**src/rtl/ctsm_pkg.sv**
```systemverilog
// ----------------------------------------------------------------------------
// ctsm_pkg
// Shared types and constants of the CFL time step reduction block: request
// and status bundles of the bit-serial units, register indexes, reset values.
// ----------------------------------------------------------------------------
`default_nettype none

package ctsm_pkg;

    localparam int W_DATA     = 32;
    localparam int W_CFG_IDX  = 2;
    localparam int W_CFG_DATA = 24;
    localparam int W_GAMMA    = 24;
    localparam int W_COURANT  = 17;

    localparam logic [W_CFG_IDX-1:0] CFG_GAMMA   = 2'd0;
    localparam logic [W_CFG_IDX-1:0] CFG_COURANT = 2'd1;

    localparam logic [W_GAMMA-1:0]   GAMMA_RST   = 24'd72818;
    localparam logic [W_COURANT-1:0] COURANT_RST = 17'd26214;
    localparam logic [W_DATA-1:0]    MAX32       = 32'hFFFF_FFFF;

    localparam logic [5:0] MUL_STEPS       = 6'd32;
    localparam logic [5:0] SQRT_STEPS      = 6'd32;
    localparam logic [6:0] DIV_STEPS_SHORT = 7'd32;
    localparam logic [6:0] DIV_STEPS_LONG  = 7'd64;

    typedef struct packed {
        logic        start;
        logic [31:0] a;
        logic [31:0] b;
    } t_mul_req;

    typedef struct packed {
        logic        start;
        logic [32:0] rem_init;
        logic [63:0] num_lo;
        logic [32:0] divisor;
        logic [6:0]  iters;
    } t_div_req;

    typedef struct packed {
        logic busy;
        logic sat;
    } t_div_sts;

    typedef struct packed {
        logic        start;
        logic [63:0] x;
    } t_sqrt_req;

endpackage

`default_nettype wire

```
**src/rtl/ctsm_mul.sv**
```systemverilog
// ----------------------------------------------------------------------------
// ctsm_mul
// Bit-serial shift-add multiplier, 32 x 32 to 64 bits, one multiplier bit
// per cycle, product held until the next start.
// ----------------------------------------------------------------------------
`default_nettype none

module ctsm_mul (
    input  logic               i_clk,
    input  logic               i_rst_n,
    input  ctsm_pkg::t_mul_req i_req,
    output logic               o_busy,
    output logic [63:0]        o_prod
);

    logic [5:0]  r_cnt;
    logic [63:0] r_acc;
    logic [31:0] r_a;
    logic [31:0] r_b;
    logic [32:0] w_sum;

    assign w_sum  = {1'b0, r_acc[63:32]} + (r_b[0] ? {1'b0, r_a} : 33'd0);
    assign o_busy = (r_cnt != 6'd0);
    assign o_prod = r_acc;

    always_ff @(posedge i_clk) begin
        if (!i_rst_n) begin
            r_cnt <= 6'd0;
        end else if (i_req.start) begin
            r_cnt <= ctsm_pkg::MUL_STEPS;
        end else if (o_busy) begin
            r_cnt <= r_cnt - 6'd1;
        end
    end

    always_ff @(posedge i_clk) begin
        if (i_req.start) begin
            r_acc <= 64'd0;
            r_a   <= i_req.a;
            r_b   <= i_req.b;
        end else if (o_busy) begin
            r_acc <= {w_sum, r_acc[31:1]};
            r_b   <= {1'b0, r_b[31:1]};
        end
    end

endmodule

`default_nettype wire

```
**src/rtl/ctsm_div.sv**
```systemverilog
// ----------------------------------------------------------------------------
// ctsm_div
// Restoring divider, one quotient bit per cycle. The remainder starts from
// the high part of the dividend, the low part shifts in MSB first.
// Flags saturation when the quotient would not fit the step count.
// ----------------------------------------------------------------------------
`default_nettype none

module ctsm_div (
    input  logic               i_clk,
    input  logic               i_rst_n,
    input  ctsm_pkg::t_div_req i_req,
    output ctsm_pkg::t_div_sts o_sts,
    output logic [63:0]        o_quot
);

    logic [6:0]  r_cnt;
    logic        r_sat;
    logic [32:0] r_rem;
    logic [63:0] r_num;
    logic [32:0] r_div;
    logic [63:0] r_q;
    logic [33:0] w_trial;
    logic [33:0] w_diff;
    logic        w_ge;

    assign w_trial    = {r_rem, r_num[63]};
    assign w_ge       = (w_trial >= {1'b0, r_div});
    assign w_diff     = w_trial - {1'b0, r_div};
    assign o_sts.busy = (r_cnt != 7'd0);
    assign o_sts.sat  = r_sat;
    assign o_quot     = r_q;

    always_ff @(posedge i_clk) begin
        if (!i_rst_n) begin
            r_cnt <= 7'd0;
        end else if (i_req.start) begin
            r_cnt <= i_req.iters;
        end else if (o_sts.busy) begin
            r_cnt <= r_cnt - 7'd1;
        end
    end

    always_ff @(posedge i_clk) begin
        if (i_req.start) begin
            r_sat <= (i_req.rem_init >= i_req.divisor);
            r_rem <= i_req.rem_init;
            r_num <= i_req.num_lo;
            r_div <= i_req.divisor;
            r_q   <= 64'd0;
        end else if (o_sts.busy) begin
            r_rem <= w_ge ? w_diff[32:0] : w_trial[32:0];
            r_num <= {r_num[62:0], 1'b0};
            r_q   <= {r_q[62:0], w_ge};
        end
    end

endmodule

`default_nettype wire

```
**src/rtl/ctsm_sqrt.sv**
```systemverilog
// ----------------------------------------------------------------------------
// ctsm_sqrt
// Digit-by-digit integer square root of a 64-bit value, two radicand bits
// and one root bit per cycle.
// ----------------------------------------------------------------------------
`default_nettype none

module ctsm_sqrt (
    input  logic                i_clk,
    input  logic                i_rst_n,
    input  ctsm_pkg::t_sqrt_req i_req,
    output logic                o_busy,
    output logic [31:0]         o_root
);

    logic [5:0]  r_cnt;
    logic [63:0] r_x;
    logic [33:0] r_rem;
    logic [31:0] r_root;
    logic [35:0] w_cur;
    logic [35:0] w_trial;
    logic [35:0] w_diff;
    logic        w_ge;

    assign w_cur   = {r_rem, r_x[63:62]};
    assign w_trial = {2'b00, r_root, 2'b01};
    assign w_ge    = (w_cur >= w_trial);
    assign w_diff  = w_cur - w_trial;
    assign o_busy  = (r_cnt != 6'd0);
    assign o_root  = r_root;

    always_ff @(posedge i_clk) begin
        if (!i_rst_n) begin
            r_cnt <= 6'd0;
        end else if (i_req.start) begin
            r_cnt <= ctsm_pkg::SQRT_STEPS;
        end else if (o_busy) begin
            r_cnt <= r_cnt - 6'd1;
        end
    end

    always_ff @(posedge i_clk) begin
        if (i_req.start) begin
            r_x    <= i_req.x;
            r_rem  <= 34'd0;
            r_root <= 32'd0;
        end else if (o_busy) begin
            r_x    <= {r_x[61:0], 2'b00};
            r_rem  <= w_ge ? w_diff[33:0] : w_cur[33:0];
            r_root <= {r_root[30:0], w_ge};
        end
    end

endmodule

`default_nettype wire

```
**src/rtl/cfl_time_step_min.sv**
```systemverilog
// ----------------------------------------------------------------------------
// cfl_time_step_min
// CFL time step reduction: per cell crossing time from sound and flow speed,
// running minimum, scaled time step on the last cell of a sweep.
// ----------------------------------------------------------------------------
// One cell item at a time. An ordinary cell runs a 32-step flow speed division
// beside a 32-step gamma*energy product, the 64-step sound speed squared
// division beside the 32-step cell length product, a 32-step square root and
// a 32-step crossing time division, all in bit-serial units doing one bit
// per cycle, before the block is ready for the next cell. The last cell adds
// a 32-step product with the courant factor, and its time step then waits in
// an output register while the next cell is taken.
// Configuration writes are always accepted and are meant for an idle block.
`default_nettype none

module cfl_time_step_min (
    input  logic                                i_clk,
    input  logic                                i_rst_n,
    input  logic                                i_valid,
    output logic                                o_ready,
    input  logic [31:0]                         i_density,
    input  logic signed [31:0]                  i_momentum,
    input  logic [31:0]                         i_internal_energy,
    input  logic [31:0]                         i_metric_factor,
    input  logic [31:0]                         i_cell_width,
    input  logic                                i_last_cell,
    output logic                                o_valid,
    input  logic                                i_ready,
    output logic [31:0]                         o_time_step,
    input  logic                                i_cfg_valid,
    output logic                                o_cfg_ready,
    input  logic [ctsm_pkg::W_CFG_IDX-1:0]      i_cfg_index,
    input  logic [ctsm_pkg::W_CFG_DATA-1:0]     i_cfg_data
);

    localparam logic [3:0] ST_IDLE  = 4'd0;
    localparam logic [3:0] ST_GO1   = 4'd1;
    localparam logic [3:0] ST_WAIT1 = 4'd2;
    localparam logic [3:0] ST_GO2   = 4'd3;
    localparam logic [3:0] ST_WAIT2 = 4'd4;
    localparam logic [3:0] ST_GO3   = 4'd5;
    localparam logic [3:0] ST_WAIT3 = 4'd6;
    localparam logic [3:0] ST_GO4   = 4'd7;
    localparam logic [3:0] ST_WAIT4 = 4'd8;
    localparam logic [3:0] ST_GO5   = 4'd9;
    localparam logic [3:0] ST_WAIT5 = 4'd10;

    logic [3:0]  r_state;
    logic [3:0]  n_state;
    logic [23:0] r_gamma;
    logic [16:0] r_courant;
    logic [31:0] r_min;
    logic        r_out_valid;
    logic [31:0] r_time_step;

    logic [31:0] r_rho;
    logic [31:0] r_mag;
    logic [31:0] r_eint;
    logic [31:0] r_metric;
    logic [31:0] r_width;
    logic        r_last;
    logic [31:0] r_u;
    logic [55:0] r_p;
    logic [63:0] r_cs2;
    logic [63:0] r_len;
    logic [31:0] r_cs;

    ctsm_pkg::t_mul_req  mul_req;
    ctsm_pkg::t_div_req  div_req;
    ctsm_pkg::t_div_sts  div_sts;
    ctsm_pkg::t_sqrt_req sqrt_req;
    logic                mul_busy;
    logic                sqrt_busy;
    logic [63:0]         mul_prod;
    logic [63:0]         div_quot;
    logic [31:0]         sqrt_root;

    logic [31:0] w_mom;
    logic [31:0] w_mag;
    logic [32:0] w_sum;
    logic [31:0] w_cell_dt;
    logic [31:0] w_step;
    logic        w_accept;
    logic        w_out_free;
    logic        w_out_load;

    assign o_ready     = (r_state == ST_IDLE);
    assign o_valid     = r_out_valid;
    assign o_time_step = r_time_step;
    assign o_cfg_ready = 1'b1;

    assign w_accept   = i_valid && o_ready;
    assign w_mom      = i_momentum;
    assign w_mag      = w_mom[31] ? (~w_mom + 32'd1) : w_mom;
    assign w_sum      = {1'b0, r_u} + {1'b0, r_cs};
    assign w_cell_dt  = div_sts.sat ? ctsm_pkg::MAX32 : div_quot[31:0];
    assign w_step     = (mul_prod[63:48] != 16'd0) ? ctsm_pkg::MAX32 : mul_prod[47:16];
    assign w_out_free = !r_out_valid || i_ready;
    assign w_out_load = (r_state == ST_WAIT5) && !mul_busy && w_out_free;

    // unit requests
    always_comb begin
        mul_req  = '0;
        div_req  = '0;
        sqrt_req = '0;
        sqrt_req.x = r_cs2;
        case (r_state)
            ST_GO1: begin
                mul_req.start    = 1'b1;
                mul_req.a        = r_eint;
                mul_req.b        = {8'd0, r_gamma};
                div_req.start    = 1'b1;
                div_req.rem_init = {17'd0, r_mag[31:16]};
                div_req.num_lo   = {r_mag[15:0], 48'd0};
                div_req.divisor  = {1'b0, r_rho};
                div_req.iters    = ctsm_pkg::DIV_STEPS_SHORT;
            end
            ST_GO2: begin
                mul_req.start    = 1'b1;
                mul_req.a        = r_metric;
                mul_req.b        = r_width;
                div_req.start    = 1'b1;
                div_req.rem_init = {25'd0, r_p[55:48]};
                div_req.num_lo   = {r_p[47:0], 16'd0};
                div_req.divisor  = {1'b0, r_rho};
                div_req.iters    = ctsm_pkg::DIV_STEPS_LONG;
            end
            ST_GO3: begin
                sqrt_req.start   = 1'b1;
            end
            ST_GO4: begin
                div_req.start    = 1'b1;
                div_req.rem_init = {1'b0, r_len[63:32]};
                div_req.num_lo   = {r_len[31:0], 32'd0};
                div_req.divisor  = w_sum;
                div_req.iters    = ctsm_pkg::DIV_STEPS_SHORT;
            end
            ST_GO5: begin
                mul_req.start    = 1'b1;
                mul_req.a        = r_min;
                mul_req.b        = {15'd0, r_courant};
            end
            default: begin
            end
        endcase
    end

    always_comb begin
        n_state = r_state;
        case (r_state)
            ST_IDLE:  if (i_valid) n_state = ST_GO1;
            ST_GO1:   n_state = ST_WAIT1;
            ST_WAIT1: if (!mul_busy && !div_sts.busy) n_state = ST_GO2;
            ST_GO2:   n_state = ST_WAIT2;
            ST_WAIT2: if (!mul_busy && !div_sts.busy) n_state = ST_GO3;
            ST_GO3:   n_state = ST_WAIT3;
            ST_WAIT3: if (!sqrt_busy) n_state = ST_GO4;
            ST_GO4:   n_state = ST_WAIT4;
            ST_WAIT4: begin
                if (!div_sts.busy) n_state = r_last ? ST_GO5 : ST_IDLE;
            end
            ST_GO5:   n_state = ST_WAIT5;
            ST_WAIT5: if (w_out_load) n_state = ST_IDLE;
            default:  n_state = ST_IDLE;
        endcase
    end

    always_ff @(posedge i_clk) begin
        if (!i_rst_n) begin
            r_state     <= ST_IDLE;
            r_gamma     <= ctsm_pkg::GAMMA_RST;
            r_courant   <= ctsm_pkg::COURANT_RST;
            r_min       <= ctsm_pkg::MAX32;
            r_out_valid <= 1'b0;
        end else begin
            r_state <= n_state;
            if (i_cfg_valid) begin
                case (i_cfg_index)
                    ctsm_pkg::CFG_GAMMA:   r_gamma   <= i_cfg_data;
                    ctsm_pkg::CFG_COURANT: r_courant <= i_cfg_data[16:0];
                    default: begin
                    end
                endcase
            end
            if ((r_state == ST_WAIT4) && !div_sts.busy && (w_cell_dt < r_min)) begin
                r_min <= w_cell_dt;
            end
            if (w_out_load) begin
                r_min       <= ctsm_pkg::MAX32;
                r_out_valid <= 1'b1;
            end else if (i_ready) begin
                r_out_valid <= 1'b0;
            end
        end
    end

    // datapath holding registers
    always_ff @(posedge i_clk) begin
        if (w_accept) begin
            r_rho    <= i_density;
            r_mag    <= w_mag;
            r_eint   <= i_internal_energy;
            r_metric <= i_metric_factor;
            r_width  <= i_cell_width;
            r_last   <= i_last_cell;
        end
        if ((r_state == ST_WAIT1) && !mul_busy && !div_sts.busy) begin
            r_u <= div_sts.sat ? ctsm_pkg::MAX32 : div_quot[31:0];
            r_p <= mul_prod[55:0];
        end
        if ((r_state == ST_WAIT2) && !mul_busy && !div_sts.busy) begin
            r_cs2 <= div_sts.sat ? {64{1'b1}} : div_quot;
            r_len <= mul_prod;
        end
        if ((r_state == ST_WAIT3) && !sqrt_busy) begin
            r_cs <= sqrt_root;
        end
        if (w_out_load) begin
            r_time_step <= w_step;
        end
    end

    ctsm_mul u_mul (
        .i_clk   (i_clk),
        .i_rst_n (i_rst_n),
        .i_req   (mul_req),
        .o_busy  (mul_busy),
        .o_prod  (mul_prod)
    );

    ctsm_div u_div (
        .i_clk   (i_clk),
        .i_rst_n (i_rst_n),
        .i_req   (div_req),
        .o_sts   (div_sts),
        .o_quot  (div_quot)
    );

    ctsm_sqrt u_sqrt (
        .i_clk   (i_clk),
        .i_rst_n (i_rst_n),
        .i_req   (sqrt_req),
        .o_busy  (sqrt_busy),
        .o_root  (sqrt_root)
    );

    a_idle_units_quiet: assert property (@(posedge i_clk) disable iff (!i_rst_n)
        (r_state == ST_IDLE) |-> (!mul_busy && !div_sts.busy && !sqrt_busy))
        else $error("unit busy while block idle");

    a_start_when_free: assert property (@(posedge i_clk) disable iff (!i_rst_n)
        (mul_req.start || div_req.start || sqrt_req.start) |->
        (!mul_busy && !div_sts.busy && !sqrt_busy))
        else $error("unit restarted while busy");

    a_result_from_last: assert property (@(posedge i_clk) disable iff (!i_rst_n)
        $rose(r_out_valid) |-> ($past(r_state) == ST_WAIT5) && $past(r_last))
        else $error("result not caused by last cell");

    a_min_cleared: assert property (@(posedge i_clk) disable iff (!i_rst_n)
        w_out_load |=> (r_min == ctsm_pkg::MAX32) && (r_state == ST_IDLE))
        else $error("running minimum not cleared after result");

endmodule

`default_nettype wire
```
**config.mk**
```make
export PLATFORM = sky130hd
export DESIGN_NAME = cfl_time_step_min
export DESIGN_NICKNAME = d
export VERILOG_FILES = /design/src/rtl/ctsm_pkg.sv /design/src/rtl/ctsm_mul.sv /design/src/rtl/ctsm_div.sv /design/src/rtl/ctsm_sqrt.sv /design/src/rtl/cfl_time_step_min.sv
export SDC_FILE = /design/constraint.sdc
export NUM_CORES = 2
export LEC_CHECK = 0
export BUFFER_PORTS_ARGS = -buffer_cell sky130_fd_sc_hd__buf_4
export CAP_MARGIN = 25
export CORE_ASPECT_RATIO = 0.75
export CORE_MARGIN = 2
export CORE_UTILIZATION = 56
export CTS_CLUSTER_DIAMETER = 50
export DETAILED_ROUTE_END_ITERATION = 12
export PLACE_DENSITY_LB_ADDON = 0.3
export SYNTH_ARGS = -nofsm -noshare
export SYNTH_HDL_FRONTEND = slang
export SYNTH_SLANG_ARGS = --single-unit
```
**constraint.sdc**
```tcl
create_clock -name i_clk -period 5.4 [get_ports i_clk]
set_clock_uncertainty 0.05 [all_clocks]
set_input_delay 0.27 -clock i_clk [delete_from_list [all_inputs] [get_ports i_clk]]
set_output_delay 0.27 -clock i_clk [all_outputs]
set_load 0.05 [all_outputs]
```
==> impl_metrics.yaml <==
worst_setup_path:
  r2r-end: "u_div.r_sat$_DFFE_PN_"
  cp-start-kind: "flop"
  crit_buf_inv: 0
  cp_num_cells: 19
  crit_end: "u_div.r_sat$_DFFE_PN_"
  cp_data_required_time_ns: 5.88
  crit_path_start: "r_u[7]$_DFFE_PP_"
  cp.arrival_ns: 5.18
  cp_slowest_stage_delay_ns: 0.51
  slowest_stage: "o21ai_0"
  r2r-start: "r_u[7]$_DFFE_PP_"
  reg2reg_slack_ns: 0.71
  crit_family: "compound AO/OA/AOI/OAI gates"
  critPathKind: "reg2reg"
  ff2ff_path_depth: 19
  crit_chain: "ha_1 > and3_1 > nand3_1 > o21ai_0 > nor4_1 > o21ai_0 > a31oi_1 > o21ai_0 > a31oi_1 > xnor2_1 > a22oi_1 > ha_1 > nand4_1 > nor3_1 > a31oi_1 > nand3_1 > a21oi_1 > a22o_1 > o21ba_2"
  end_kind: "flop"
  worst-path-max-fanout: 5
clocking:
  clk_path_buf_depth: 3
  cts.clk_slew.worst_paths_ns: 0.06
  htreeDepth: 3
  tritoncts: "done"
  clock_latency_ns: 0.70
  numCtsBuffers: 97
  postCtsSetupBuffers: 0
  cts_root_buffer: "clkbuf_16"
  cts_num_sinks: 975
logic_synthesis:
  synth_top_family_by_area: "simple AND/OR/NAND/NOR gates"
  synth_compound_area_share_pct: 13.8
  ys_seq_area_share_pct: 58.8
  synth-edff-count: 684
  syn_area_um2: 44800
  async_flop_share_pct: 0
  synth_fa_ha_area_share_pct: 5.72
  synth_xor_area_share_pct: 2.95
  yosys_warnings: 0
  syn_nets: 4513
  synth_simple_gate_area_share_pct: 13.9
  ys.flop_type: "edfxtp_1"
  postSynthAreaPerCell_um2: 10.9
  synthCells: 4118
  synthMuxAreaShare_pct: 1.32
  synth.distinct_cells: 75
  synth_seq_cells: 975
timing:
  fin_ws_ns: 0.706
  setup_viol: 0
  period_share_pct: 86.9
  finalHoldViolCount: 0
  clock.fmax_mhz: 213
  slew_violations: 0
  grt_setup_unrepaired: "false"
  worst_slew_pin_slew_ns: 1.03
  relSlewSlack_pct: 31.0
  fin_setup_tns_ns: 0
  fin_crit_ns: 4.69
detailed_routing:
  dr_total_vias: 33300
  drt_pass1_iterations: 9
  drc: 0
  via_per_inst: 5.92
  drtAntennaViolNets: 0
  drt_iter0_drc: 4680
  wl_per_cell_um: 21.0
  routed_wirelength_um: 118000
cells_and_area:
  fin_area_um2: 52900
  instances_no_fill: 5624
  final_common_cell: "nand2_1"
  nets: 4885
  syn_to_final_growth_pct: 18.0
  drive_above_1_share_pct: 13.0
  final_cell_mix: "nand2_1, edfxtp_1, a21oi_1"
floorplan:
  start_util_pct: 56.8
  dieArea_um2: 82400
  core.rowCount: 89
  die_h_um: 249
  core_area_um2: 79000
  ios: 227
  die_w_um: 331
placed_design:
  gp_congestion: 0.926
  place_ws_ns: 0.901
  dp_cells: 5240
  portBuffers: 225
  placed_cell_area_um2: 47600
  dp_hpwl_um: 78200
global_routing:
  gr-usage-all-layers_pct: 28.5
  grt_overflow_total: 0
  grt_pass1_vias: 31500
  antenna_found_initial: 2
  grt_max_degree: 95
  grt_pass1_wl_um: 182000
min_path:
  hp-class: "in2reg"
power_and_ir_drop:
  power_density_nw_per_um2: 544
  p_leak_nw: 21.4
  vdd_drop_max_v: 0.000414
outcome:
  status: "completed"
run:
  maxCapViolations: 0
[worst min path at each step]
stage	end	from	cells after the start	slack [ns]
floorplan	r_eint[0]$_DFFE_PP_	i_internal_energy[0]	0	0.32
global placement	u_div.o_quot[63]$_SDFFE_PN0N_	u_div.o_quot[63]$_SDFFE_PN0N_	2	0.39
detailed placement	r_courant[12]$_SDFFE_PN0P_	r_courant[12]$_SDFFE_PN0P_	2	0.40
CTS	o_valid$_SDFFE_PN0P_	i_ready	3	0.003
global route	o_valid$_SDFFE_PN0P_	i_ready	3	0.02
finish	o_valid$_SDFFE_PN0P_	i_ready	3	0.06
[tightest hold or removal path, stage by stage]
cell and delay, ns:
buf_4 0.09, nand2b_1 0.20, a21oi_1 0.15
[cell usage after synthesis (58+ instances only)]
| master | number | area [µm²] |
|---|---|---|
| nand2_1 | 781 | 2930 |
| edfxtp_1 | 684 | 20500 |
| a21oi_1 | 362 | 1810 |
| dfxtp_1 | 291 | 5830 |
| inv_1 | 212 | 796 |
| ha_1 | 200 | 2500 |
| clkbuf_1 | 173 | 649 |
| nor2_1 | 138 | 518 |
| o21ai_0 | 131 | 656 |
| or2_2 | 129 | 807 |
| xnor2_1 | 105 | 920 |
| a222oi_1 | 80 | 801 |
| a21o_1 | 71 | 533 |
| and2_1 | 60 | 375 |
| mux2i_1 | 58 | 581 |
| nand3_1 | 58 | 290 |
[state kept, by name, summed over array words and instances, names as in the netlist, 33 cells and up]
register      flops
r_cs2            64
r_len            64
r_p              56
u_div.o_quot     64
u_div.r_div      33
u_div.r_num      48
u_div.r_rem      33
u_mul.o_prod     64
u_sqrt.r_rem     34
u_sqrt.r_x       64
[logic make-up (layout without fill, tap and decap cells)]
family                   count (synthesis)  count (layout)
XOR/XNOR                               151             151
flip-flops                             975             975
multiplexers                            59              59
AND/OR/NAND/NOR                       1371            1371
buffers and inverters                  414             871
other                                    1               4
adder cells (fa/ha/maj)                203             203
AO/OA/AOI/OAI                          944             944
[timing repair]
action	4_1_cts	5_1_grt
endpoints found under the hold margin	202	0
hold buffers	197	0
endpoints found under the setup margin	0	0
resized for setup	0	0
[layout make-up]
| class | instances | area [µm²] |
|---|---|---|
| Tap cell | 1046 | 1310 |
| Multi-Input combinational cell | 2729 | 17000 |
| Timing Repair Buffer | 473 | 4090 |
| Sequential cell | 975 | 26400 |
| Antenna cell | 3 | 7.51 |
| Clock buffer | 115 | 2510 |
| Clock inverter | 69 | 800 |
| Fill cell | 5680 | 26000 |
| Inverter | 214 | 807 |
[per-stage QoR]
stage | hold slack [ns] | power (mW) | util (%)
floorplan | 0.319 | 18.8 | -
global placement | 0.386 | 21.3 | 60.3
detailed placement | 0.397 | 21.5 | 60.3
CTS | 0.00255 | 28.7 | 67.0
global route | 0.0184 | 30.5 | 67.0
finish | 0.0551 | 28.8 | 67.0
[report_power, final]
| part | internal [mW] | switching (mW) |
|---|---|---|
| combinational | 3.94 | 6.43 |
| clock | 3.90 | 3.10 |
| sequential | 10.3 | 1.07 |
[routing by layer]
metal | wire, µm | GRT usage [%]
met1 | 53200 | 44.1
met2 | 50200 | 40.7
met5 | 0 | 0
met4 | 2510 | 6.83
met3 | 12300 | 6.22
No activity file was read; power rests on OpenSTA's default activity.
